--- config.mk ---
export PLATFORM = sky130hd
export DESIGN_NAME = video_fade_black_white
export DESIGN_NICKNAME = d
export VERILOG_FILES = /design/src/design/vfbw_pkg.sv /design/src/design/vfbw_front.sv /design/src/design/vfbw_queue.sv /design/src/design/vfbw_back.sv /design/src/design/video_fade_black_white.sv
export SDC_FILE = /design/constraint.sdc
export NUM_CORES = 2
export LEC_CHECK = 0
export ABC_AREA = 1
export BUFFER_PORTS_ARGS = -buffer_cell sky130_fd_sc_hd__buf_2
export CAP_MARGIN = 20
export CORE_MARGIN = 2
export CORE_UTILIZATION = 66
export CTS_CLUSTER_SIZE = 24
export DETAILED_ROUTE_END_ITERATION = 8
export MAX_ROUTING_LAYER = met4
export PLACE_DENSITY = 0.94
export SYNTH_ARGS = -nofsm -noshare
export SYNTH_HDL_FRONTEND = slang
export SYNTH_SLANG_ARGS = --single-unit
--- constraint.sdc ---
create_clock -name clock -period 10.3 [get_ports clock]
set_clock_uncertainty 0.05 [all_clocks]
set_input_delay 0.515 -clock clock [delete_from_list [all_inputs] [get_ports clock]]
set_output_delay 0.515 -clock clock [all_outputs]
set_load 0.1 [all_outputs]
--- src/design/vfbw_pkg.sv ---
// ----------------------------------------------------------------------------
// vfbw_pkg
// Shared types and constants of the video fade to black or white block.
// ----------------------------------------------------------------------------
`default_nettype none

package vfbw_pkg;

   localparam int FACTOR_FRACTION_BITS = 24;
   localparam int QUEUE_DEPTH          = 4;
   localparam int FRAME_WIDTH          = 18;
   localparam int CSR_INDEX_WIDTH      = 3;

   localparam logic [FRAME_WIDTH-1:0] FRAME_MAX = {FRAME_WIDTH{1'b1}};

   localparam logic [7:0] LUMA_WHITE = 8'd235;
   localparam logic [7:0] LUMA_BLACK = 8'd16;
   localparam logic [7:0] CHROMA_MID = 8'd128;

   localparam logic [1:0] PLANE_LUMA = 2'd0;

   localparam logic [CSR_INDEX_WIDTH-1:0] CSR_TARGET_WHITE = 3'd0;
   localparam logic [CSR_INDEX_WIDTH-1:0] CSR_FADE_IN      = 3'd1;
   localparam logic [CSR_INDEX_WIDTH-1:0] CSR_START_FRAME  = 3'd2;
   localparam logic [CSR_INDEX_WIDTH-1:0] CSR_DURATION     = 3'd3;
   localparam logic [CSR_INDEX_WIDTH-1:0] CSR_FIRST_FACTOR = 3'd4;
   localparam logic [CSR_INDEX_WIDTH-1:0] CSR_FACTOR_STEP  = 3'd5;

   typedef struct packed {
      logic [7:0] sample;
      logic [1:0] plane;
      logic       frame_end;
   } req_type;

   typedef struct packed {
      logic [7:0] out_sample;
      logic [1:0] out_plane;
      logic       out_frame_end;
   } rsp_type;

endpackage

`default_nettype wire

--- src/design/vfbw_front.sv ---
// ----------------------------------------------------------------------------
// vfbw_front
// Config registers, frame counter and factor sequence. Classifies each beat
// into a target value and a blend factor (0 replaces, one passes).
// ----------------------------------------------------------------------------
`default_nettype none

module vfbw_front #(
   parameter int FACTOR_FRACTION_BITS = vfbw_pkg::FACTOR_FRACTION_BITS
) (
   input  wire                                          clock,
   input  wire                                          reset,
   input  wire                                          csr_write_en,
   input  wire  [vfbw_pkg::CSR_INDEX_WIDTH-1:0]         csr_index,
   input  wire  [FACTOR_FRACTION_BITS+3:0]              csr_wdata,
   input  wire                                          req_valid,
   output logic                                         req_ready,
   input  wire  vfbw_pkg::req_type                      req_item,
   output logic                                         job_valid,
   input  wire                                          job_ready,
   output vfbw_pkg::req_type                            job_item,
   output logic [7:0]                                   job_target,
   output logic [FACTOR_FRACTION_BITS:0]                job_factor
);

   localparam int F  = FACTOR_FRACTION_BITS;
   localparam int FW = vfbw_pkg::FRAME_WIDTH;
   localparam logic [F:0] ONE = {1'b1, {F{1'b0}}};

   logic          target_white_ff;
   logic          fade_in_ff;
   logic [15:0]   start_frame_ff;
   logic [15:0]   duration_ff;
   logic [F:0]    first_factor_ff;
   logic [F+3:0]  factor_step_ff;

   logic [FW-1:0] frame_index_ff;
   logic [FW-1:0] frame_index_in;
   logic [F:0]    blend_factor_ff;
   logic [F:0]    blend_factor_in;

   logic          accept;
   logic [16:0]   fade_end;
   logic          before_fade;
   logic          in_fade;
   logic [F:0]    first_capped;
   logic [F:0]    cur_factor;
   logic [2*F+4:0] step_prod;
   logic [F+4:0]  next_raw;
   logic [F:0]    next_factor;

   always_ff @(posedge clock) begin
      if (reset) begin
         target_white_ff <= 1'b0;
         fade_in_ff      <= 1'b0;
         start_frame_ff  <= 16'd0;
         duration_ff     <= 16'd1;
         first_factor_ff <= ONE;
         factor_step_ff  <= {3'd0, ONE};
      end else if (csr_write_en) begin
         case (csr_index)
            vfbw_pkg::CSR_TARGET_WHITE: target_white_ff <= csr_wdata[0];
            vfbw_pkg::CSR_FADE_IN:      fade_in_ff      <= csr_wdata[0];
            vfbw_pkg::CSR_START_FRAME:  start_frame_ff  <= csr_wdata[15:0];
            vfbw_pkg::CSR_DURATION:     duration_ff     <= csr_wdata[15:0];
            vfbw_pkg::CSR_FIRST_FACTOR: first_factor_ff <= csr_wdata[F:0];
            vfbw_pkg::CSR_FACTOR_STEP:  factor_step_ff  <= csr_wdata;
            default: ;
         endcase
      end
   end

   assign accept    = req_valid & job_ready;
   assign req_ready = job_ready;
   assign job_valid = req_valid;
   assign job_item  = req_item;

   assign fade_end    = {1'b0, start_frame_ff} + {1'b0, duration_ff};
   assign before_fade = frame_index_ff < {2'b00, start_frame_ff};
   assign in_fade     = !before_fade && (frame_index_ff < {1'b0, fade_end});

   assign first_capped = (first_factor_ff > ONE) ? ONE : first_factor_ff;
   assign cur_factor   = (frame_index_ff == {2'b00, start_frame_ff}) ?
                         first_capped : blend_factor_ff;

   assign step_prod   = {{(F+4){1'b0}}, cur_factor} * {{(F+1){1'b0}}, factor_step_ff};
   assign next_raw    = step_prod[2*F+4:F];
   assign next_factor = (next_raw > {4'd0, ONE}) ? ONE : next_raw[F:0];

   always_comb begin
      if (req_item.plane == vfbw_pkg::PLANE_LUMA) begin
         job_target = target_white_ff ? vfbw_pkg::LUMA_WHITE : vfbw_pkg::LUMA_BLACK;
      end else begin
         job_target = vfbw_pkg::CHROMA_MID;
      end
      if (before_fade) begin
         job_factor = fade_in_ff ? '0 : ONE;
      end else if (in_fade) begin
         job_factor = cur_factor;
      end else begin
         job_factor = fade_in_ff ? ONE : '0;
      end
   end

   always_comb begin
      frame_index_in  = frame_index_ff;
      blend_factor_in = blend_factor_ff;
      if (accept && req_item.frame_end) begin
         if (frame_index_ff != vfbw_pkg::FRAME_MAX) begin
            frame_index_in = frame_index_ff + 1'b1;
         end
         if (in_fade) begin
            blend_factor_in = next_factor;
         end
      end
   end

   always_ff @(posedge clock) begin
      if (reset) begin
         frame_index_ff  <= '0;
         blend_factor_ff <= '0;
      end else begin
         frame_index_ff  <= frame_index_in;
         blend_factor_ff <= blend_factor_in;
      end
   end

endmodule

`default_nettype wire

--- src/design/vfbw_queue.sv ---
// ----------------------------------------------------------------------------
// vfbw_queue
// Short first-in first-out queue between the front and back parts.
// ----------------------------------------------------------------------------
`default_nettype none

module vfbw_queue #(
   parameter int DATA_WIDTH = 32
) (
   input  wire                   clock,
   input  wire                   reset,
   input  wire                   push_valid,
   output logic                  push_ready,
   input  wire  [DATA_WIDTH-1:0] push_data,
   output logic                  pop_valid,
   input  wire                   pop_ready,
   output logic [DATA_WIDTH-1:0] pop_data
);

   localparam int DEPTH = vfbw_pkg::QUEUE_DEPTH;
   localparam int PW    = $clog2(DEPTH);
   localparam int CW    = $clog2(DEPTH + 1);

   logic [DATA_WIDTH-1:0] data_ff [DEPTH];
   logic [PW-1:0]         wr_ptr_ff;
   logic [PW-1:0]         rd_ptr_ff;
   logic [CW-1:0]         count_ff;
   logic [CW-1:0]         count_in;
   logic                  push;
   logic                  pop;

   assign push_ready = count_ff != CW'(DEPTH);
   assign pop_valid  = count_ff != '0;
   assign push       = push_valid & push_ready;
   assign pop        = pop_valid & pop_ready;
   assign pop_data   = data_ff[rd_ptr_ff];

   always_comb begin
      count_in = count_ff;
      if (push && !pop) begin
         count_in = count_ff + 1'b1;
      end else if (pop && !push) begin
         count_in = count_ff - 1'b1;
      end
   end

   always_ff @(posedge clock) begin
      if (push) begin
         data_ff[wr_ptr_ff] <= push_data;
      end
   end

   always_ff @(posedge clock) begin
      if (reset) begin
         wr_ptr_ff <= '0;
         rd_ptr_ff <= '0;
         count_ff  <= '0;
      end else begin
         if (push) begin
            wr_ptr_ff <= wr_ptr_ff + 1'b1;
         end
         if (pop) begin
            rd_ptr_ff <= rd_ptr_ff + 1'b1;
         end
         count_ff <= count_in;
      end
   end

endmodule

`default_nettype wire

--- src/design/vfbw_back.sv ---
// ----------------------------------------------------------------------------
// vfbw_back
// Blend datapath: out = target + floor(f * (sample - target) / one).
// One multiply stage, then the output register.
// ----------------------------------------------------------------------------
`default_nettype none

module vfbw_back #(
   parameter int FACTOR_FRACTION_BITS = vfbw_pkg::FACTOR_FRACTION_BITS
) (
   input  wire                            clock,
   input  wire                            reset,
   input  wire                            job_valid,
   output logic                           job_ready,
   input  wire  vfbw_pkg::req_type        job_item,
   input  wire  [7:0]                     job_target,
   input  wire  [FACTOR_FRACTION_BITS:0]  job_factor,
   output logic                           rsp_valid,
   input  wire                            rsp_ready,
   output vfbw_pkg::rsp_type              rsp_item
);

   localparam int F  = FACTOR_FRACTION_BITS;
   localparam int PW = F + 11;

   logic                  mid_valid_ff;
   logic signed [PW-1:0]  prod_ff;
   logic [7:0]            target_ff;
   logic [1:0]            plane_ff;
   logic                  frame_end_ff;
   logic                  rsp_valid_ff;
   vfbw_pkg::rsp_type     rsp_item_ff;

   logic                  adv_out;
   logic                  adv_mid;
   logic signed [8:0]     diff;
   logic signed [PW-1:0]  prod_in;
   logic signed [PW-1:0]  scaled;
   logic [8:0]            sum;

   assign adv_out   = !rsp_valid_ff || rsp_ready;
   assign adv_mid   = !mid_valid_ff || adv_out;
   assign job_ready = adv_mid;

   assign diff    = $signed({1'b0, job_item.sample}) - $signed({1'b0, job_target});
   assign prod_in = $signed({1'b0, job_factor}) * diff;
   assign scaled  = prod_ff >>> F;
   assign sum     = {1'b0, target_ff} + scaled[8:0];

   always_ff @(posedge clock) begin
      if (adv_mid) begin
         prod_ff      <= prod_in;
         target_ff    <= job_target;
         plane_ff     <= job_item.plane;
         frame_end_ff <= job_item.frame_end;
      end
      if (adv_out) begin
         rsp_item_ff.out_sample    <= sum[7:0];
         rsp_item_ff.out_plane     <= plane_ff;
         rsp_item_ff.out_frame_end <= frame_end_ff;
      end
   end

   always_ff @(posedge clock) begin
      if (reset) begin
         mid_valid_ff <= 1'b0;
         rsp_valid_ff <= 1'b0;
      end else begin
         if (adv_mid) begin
            mid_valid_ff <= job_valid;
         end
         if (adv_out) begin
            rsp_valid_ff <= mid_valid_ff;
         end
      end
   end

   assign rsp_valid = rsp_valid_ff;
   assign rsp_item  = rsp_item_ff;

endmodule

`default_nettype wire

--- src/design/video_fade_black_white.sv ---
// ----------------------------------------------------------------------------
// video_fade_black_white
// Fade to or from black or white on a YUV 4:2:0 sample stream.
//
// req_* carries one sample beat (sample, plane, frame_end); rsp_* returns
// one beat per request, in order, with plane and frame_end passed through.
// Both use valid/ready; a beat moves when valid and ready are both high.
// csr_* is a write-only register port (write enable, index, data); write it
// only while the stream is idle.
// Throughput: one beat per cycle while the receiver does not stall. A beat
// is written into the queue when accepted, then passes the multiply stage and
// the output register before response valid.
// The front part classifies each beat and steps the per-frame factor with
// one multiply per frame end; the back part blends with one multiply.
// A 4-deep queue between them lets the input keep flowing while the
// receiver stalls; req_ready drops only when that queue is full.
// Reset clears the frame counter, the factor and the registers to defaults
// and empties the queue and pipeline.
// ----------------------------------------------------------------------------
`default_nettype none

module video_fade_black_white #(
   parameter int FACTOR_FRACTION_BITS = vfbw_pkg::FACTOR_FRACTION_BITS
) (
   input  wire                                   clock,
   input  wire                                   reset,
   input  wire                                   csr_write_en,
   input  wire  [vfbw_pkg::CSR_INDEX_WIDTH-1:0]  csr_index,
   input  wire  [FACTOR_FRACTION_BITS+3:0]       csr_wdata,
   input  wire                                   req_valid,
   output logic                                  req_ready,
   input  wire  vfbw_pkg::req_type               req_item,
   output logic                                  rsp_valid,
   input  wire                                   rsp_ready,
   output vfbw_pkg::rsp_type                     rsp_item
);

   localparam int F  = FACTOR_FRACTION_BITS;
   localparam int IW = $bits(vfbw_pkg::req_type);
   localparam int JW = IW + 8 + F + 1;

   logic              front_valid;
   logic              front_ready;
   vfbw_pkg::req_type front_item;
   logic [7:0]        front_target;
   logic [F:0]        front_factor;

   logic              back_valid;
   logic              back_ready;
   logic [JW-1:0]     back_data;
   vfbw_pkg::req_type back_item;
   logic [7:0]        back_target;
   logic [F:0]        back_factor;

   vfbw_front #(
      .FACTOR_FRACTION_BITS(F)
   ) u_front (
      .clock        (clock),
      .reset        (reset),
      .csr_write_en (csr_write_en),
      .csr_index    (csr_index),
      .csr_wdata    (csr_wdata),
      .req_valid    (req_valid),
      .req_ready    (req_ready),
      .req_item     (req_item),
      .job_valid    (front_valid),
      .job_ready    (front_ready),
      .job_item     (front_item),
      .job_target   (front_target),
      .job_factor   (front_factor)
   );

   vfbw_queue #(
      .DATA_WIDTH(JW)
   ) u_queue (
      .clock      (clock),
      .reset      (reset),
      .push_valid (front_valid),
      .push_ready (front_ready),
      .push_data  ({front_item, front_target, front_factor}),
      .pop_valid  (back_valid),
      .pop_ready  (back_ready),
      .pop_data   (back_data)
   );

   assign back_item   = back_data[JW-1 -: IW];
   assign back_target = back_data[F+8 -: 8];
   assign back_factor = back_data[F:0];

   vfbw_back #(
      .FACTOR_FRACTION_BITS(F)
   ) u_back (
      .clock      (clock),
      .reset      (reset),
      .job_valid  (back_valid),
      .job_ready  (back_ready),
      .job_item   (back_item),
      .job_target (back_target),
      .job_factor (back_factor),
      .rsp_valid  (rsp_valid),
      .rsp_ready  (rsp_ready),
      .rsp_item   (rsp_item)
   );

endmodule

`default_nettype wire
==> flow_summary.yaml <==
sta:
  hold_ws_ns: 0.0872
  fmax_ghz: 0.102
  period_needed_ns: 9.77
  worst_pin_slew_ns: 1.18
  rsz0062_at_grt: "false"
  max_slew_margin: 0.213
  setup_viol_count_final: 0
  period_share: 0.948
  slew_viol_final: 0
  hold_viol_final: 0
logic_synthesis:
  yosys-top-cells-area: "fa_1 (35%), edfxtp_1 (12%), inv_1 (9.4%)"
  syn_area_sq_um: 43700
  yosysWarningCount: 0
  ys.flop_type: "edfxtp_1"
  synth_edf_count: 181
  synthCells: 5246
  synth_top_area_share: 0.348
  synth_top_cell_by_area: "fa_1"
  ys_types: 57
  syn_area_per_cell_sq_um: 8.33
  async_reset_ff_frac: 0
  synth-seq-area-share: 0.189
  syn_nets: 6371
  ys_ff_latch: 322
setup_path:
  start_kind: "flop"
  r2r_slack_ns: 0.53
  reg2reg_to: "u_front.blend_factor_ff[4]"
  crit_path_end_kind: "flop"
  r2r_start: "u_front.start_frame_ff[5]"
  cp-startpoint: "u_front.start_frame_ff[5]"
  arrival_ns: 10.20
  setup.worst_path.end: "u_front.blend_factor_ff[4]"
  cp_data_required_time_ns: 10.74
  cp_common_cell: "inv_1"
  cp_slowest_cell: "fa_1"
  rr_worst_depth: 43
  crit_fanout: 25
  cpPeakStageDelay_ns: 0.58
  critPathKind: "flop to flop"
final_layout:
  area_growth_pct: 6.48
  drive_gt1_frac: 0.0600
  fin_nets: 6380
  layout_commonest_cell: "inv_1"
  final_cell_mix: "inv_1 (1096), nand2_1 (920), nor2_1 (787), fa_1 (759), ha_1 (319)"
  finalInstanceArea_sq_um: 46600
global_routing:
  grt_max_degree: 98
  grt_use_met3: 0.122
  grt-ovfl-total: 0
  antenna_found_initial: 7
  grt.total_usage: 0.430
  grt_pass1_vias: 39700
  use_met1: 0.485
  grt_busiest_layer: "met2"
  grt_first_pass_wirelength_um: 214000
  met2_usage: 0.661
clocking:
  clk_latency_ns: 0.60
  cts_buffer_depth: 3
  holdBufCountCts: 0
  cts_sinks: 322
  clk_pin_slew_ns: 0.07
  ctsHtreeMaxLevel: 2
  cts_tree: "done"
  numCtsBuffers: 35
  cts_root_buf: "clkbuf_16"
drt:
  first_pass_iters: 7
  vias_per_cell: 6.13
  drt_iter0_markers: 4535
  num_vias: 37700
  ant_nets: 0
  wl_per_cell_um: 22.6
  postRouteWirelength_um: 139000
  drc: 0
place:
  post_dp_cell_area_sq_um: 45100
  dpl.hpwl_um: 106000
  place_congestion: 1.10
  portBuffers: 59
floorplanning:
  core_area_sq_um: 65600
  num_io_pins: 60
  dieArea_sq_um: 68300
  rows: 94
  die_w_um: 261
  fp.dieH_um: 261
  start_util: 0.666
flow_run:
  max_cap_viol_count: 0
status:
  outcome: "finished, final reports clean"
min_path:
  hold_class: "input port to flop"
per-stage QoR:
step	cells	util	setup TNS [ns]	setup WS [ns]
6_report	6152	0.709	0	0.533
5_1_grt	6152	0.709	0	0.000104
4_1_cts	6139	0.707	0	0.286
3_5_place_dp	6076	0.688	0	0.367
3_3_place_gp	6074	0.688	-0.809	-0.0635
2_1_floorplan	5246	-	0	2.11
how the worst min path moves through the flow:
stage,start,to,slack (ns),depth (start not counted)
2_1_floorplan,u_back.frame_end_ff,u_back.rsp_item[0],0.35,0
3_3_place_gp,u_back.plane_ff[1],u_back.rsp_item[2],0.35,0
3_5_place_dp,u_back.plane_ff[0],u_back.rsp_item[1],0.36,0
4_1_cts,req_item[6],u_queue.data_ff[1][39],0.09,1
5_1_grt,req_item[3],u_queue.data_ff[1][36],0.09,1
6_report,req_item[7],u_queue.data_ff[0][40],0.09,1
worst max-delay path: cells and delay by family, from the launching register on:
| family | cells | cell delay (ns) |
|---|---|---|
| AO/OA/AOI/OAI | 4 | 1.22 |
| adder cells (fa/ha/maj) | 9 | 3.69 |
| buffers and inverters | 12 | 2.13 |
| flip-flops | 1 | 0.33 |
| AND/OR/NAND/NOR | 18 | 2.22 |
Yosys cell counts, drive strengths merged, types with 2 or more instances:
master	number
or2	7
clkinv	26
and2	3
o211ai	10
edfxtp	181
nor2	797
a21o	14
o21ai	190
nor3b	2
xor2	32
a221oi	2
inv	1101
nand3	141
dfxtp	141
nand2	929
a211oi	11
a31oi	21
nor4	5
o21bai	9
nor3	34
nand3b	11
ha	319
o221ai	7
clkbuf	180
a21boi	2
buf	16
xnor2	16
nand4	15
a32oi	4
o221a	2
fa	759
a21oi	233
o21a	7
o22ai	10
area by class of cell:
type / count / area (sq um)
Clock inverter: 21 / 318
Inverter: 1127 / 4250
Tap cell: 864 / 1080
Antenna cell: 7 / 17.5
Sequential cell: 322 / 8260
Timing Repair Buffer: 168 / 1180
Multi-Input combinational cell: 3601 / 30500
Fill cell: 4652 / 19100
Clock buffer: 42 / 952
kinds of logic (layout without fill, tap and decap cells):
family | Yosys count | after routing | share of synthesized area
flip-flops | 322 | 322 | 0.189
AND/OR/NAND/NOR | 1946 | 1946 | 0.180
XOR/XNOR | 48 | 48 | 0.00962
other | 0 | 7 | 0
adder cells (fa/ha/maj) | 1078 | 1078 | 0.439
buffers and inverters | 1323 | 1358 | 0.115
AO/OA/AOI/OAI | 529 | 529 | 0.0683
what timing repair did:
item | CTS | global route
gates resized for setup | 0 | 11
endpoints found under the setup margin | 0 | 25
setup buffers | 0 | 5
state kept, by name, indices dropped and copies added (netlist names), named ones only:
register and flops:
u_back.frame_end_ff 1, u_back.plane_ff 2, u_front.start_frame_ff 16, u_back.prod_ff 8
u_queue.count_ff 3, u_front.first_factor_ff 25, u_queue.rd_ptr_ff 2, u_front.frame_index_ff 18
u_front.blend_factor_ff 25, u_front.factor_step_ff 28, u_back.rsp_item 11, u_queue.data_ff 156
u_front.fade_in_ff 1, u_back.mid_valid_ff 1, u_back.target_ff 3, u_back.rsp_valid 1
u_queue.wr_ptr_ff 2, u_front.duration_ff 16, u_front.target_white_ff 1
layer usage:
metal | routed length, um | share of wire | vias to the layer above
met3 | 17700 | 0.13 | 965
met4 | 12800 | 0.092 | 0
li1 | - | - | 15900
met5 | 0 | 0 | -
met1 | 45300 | 0.33 | 18100
met2 | 63100 | 0.45 | 2776
Power is left out: the tool's default activity adds up to more than one toggle a clock period on the data nets, which glitch-free logic cannot reach.
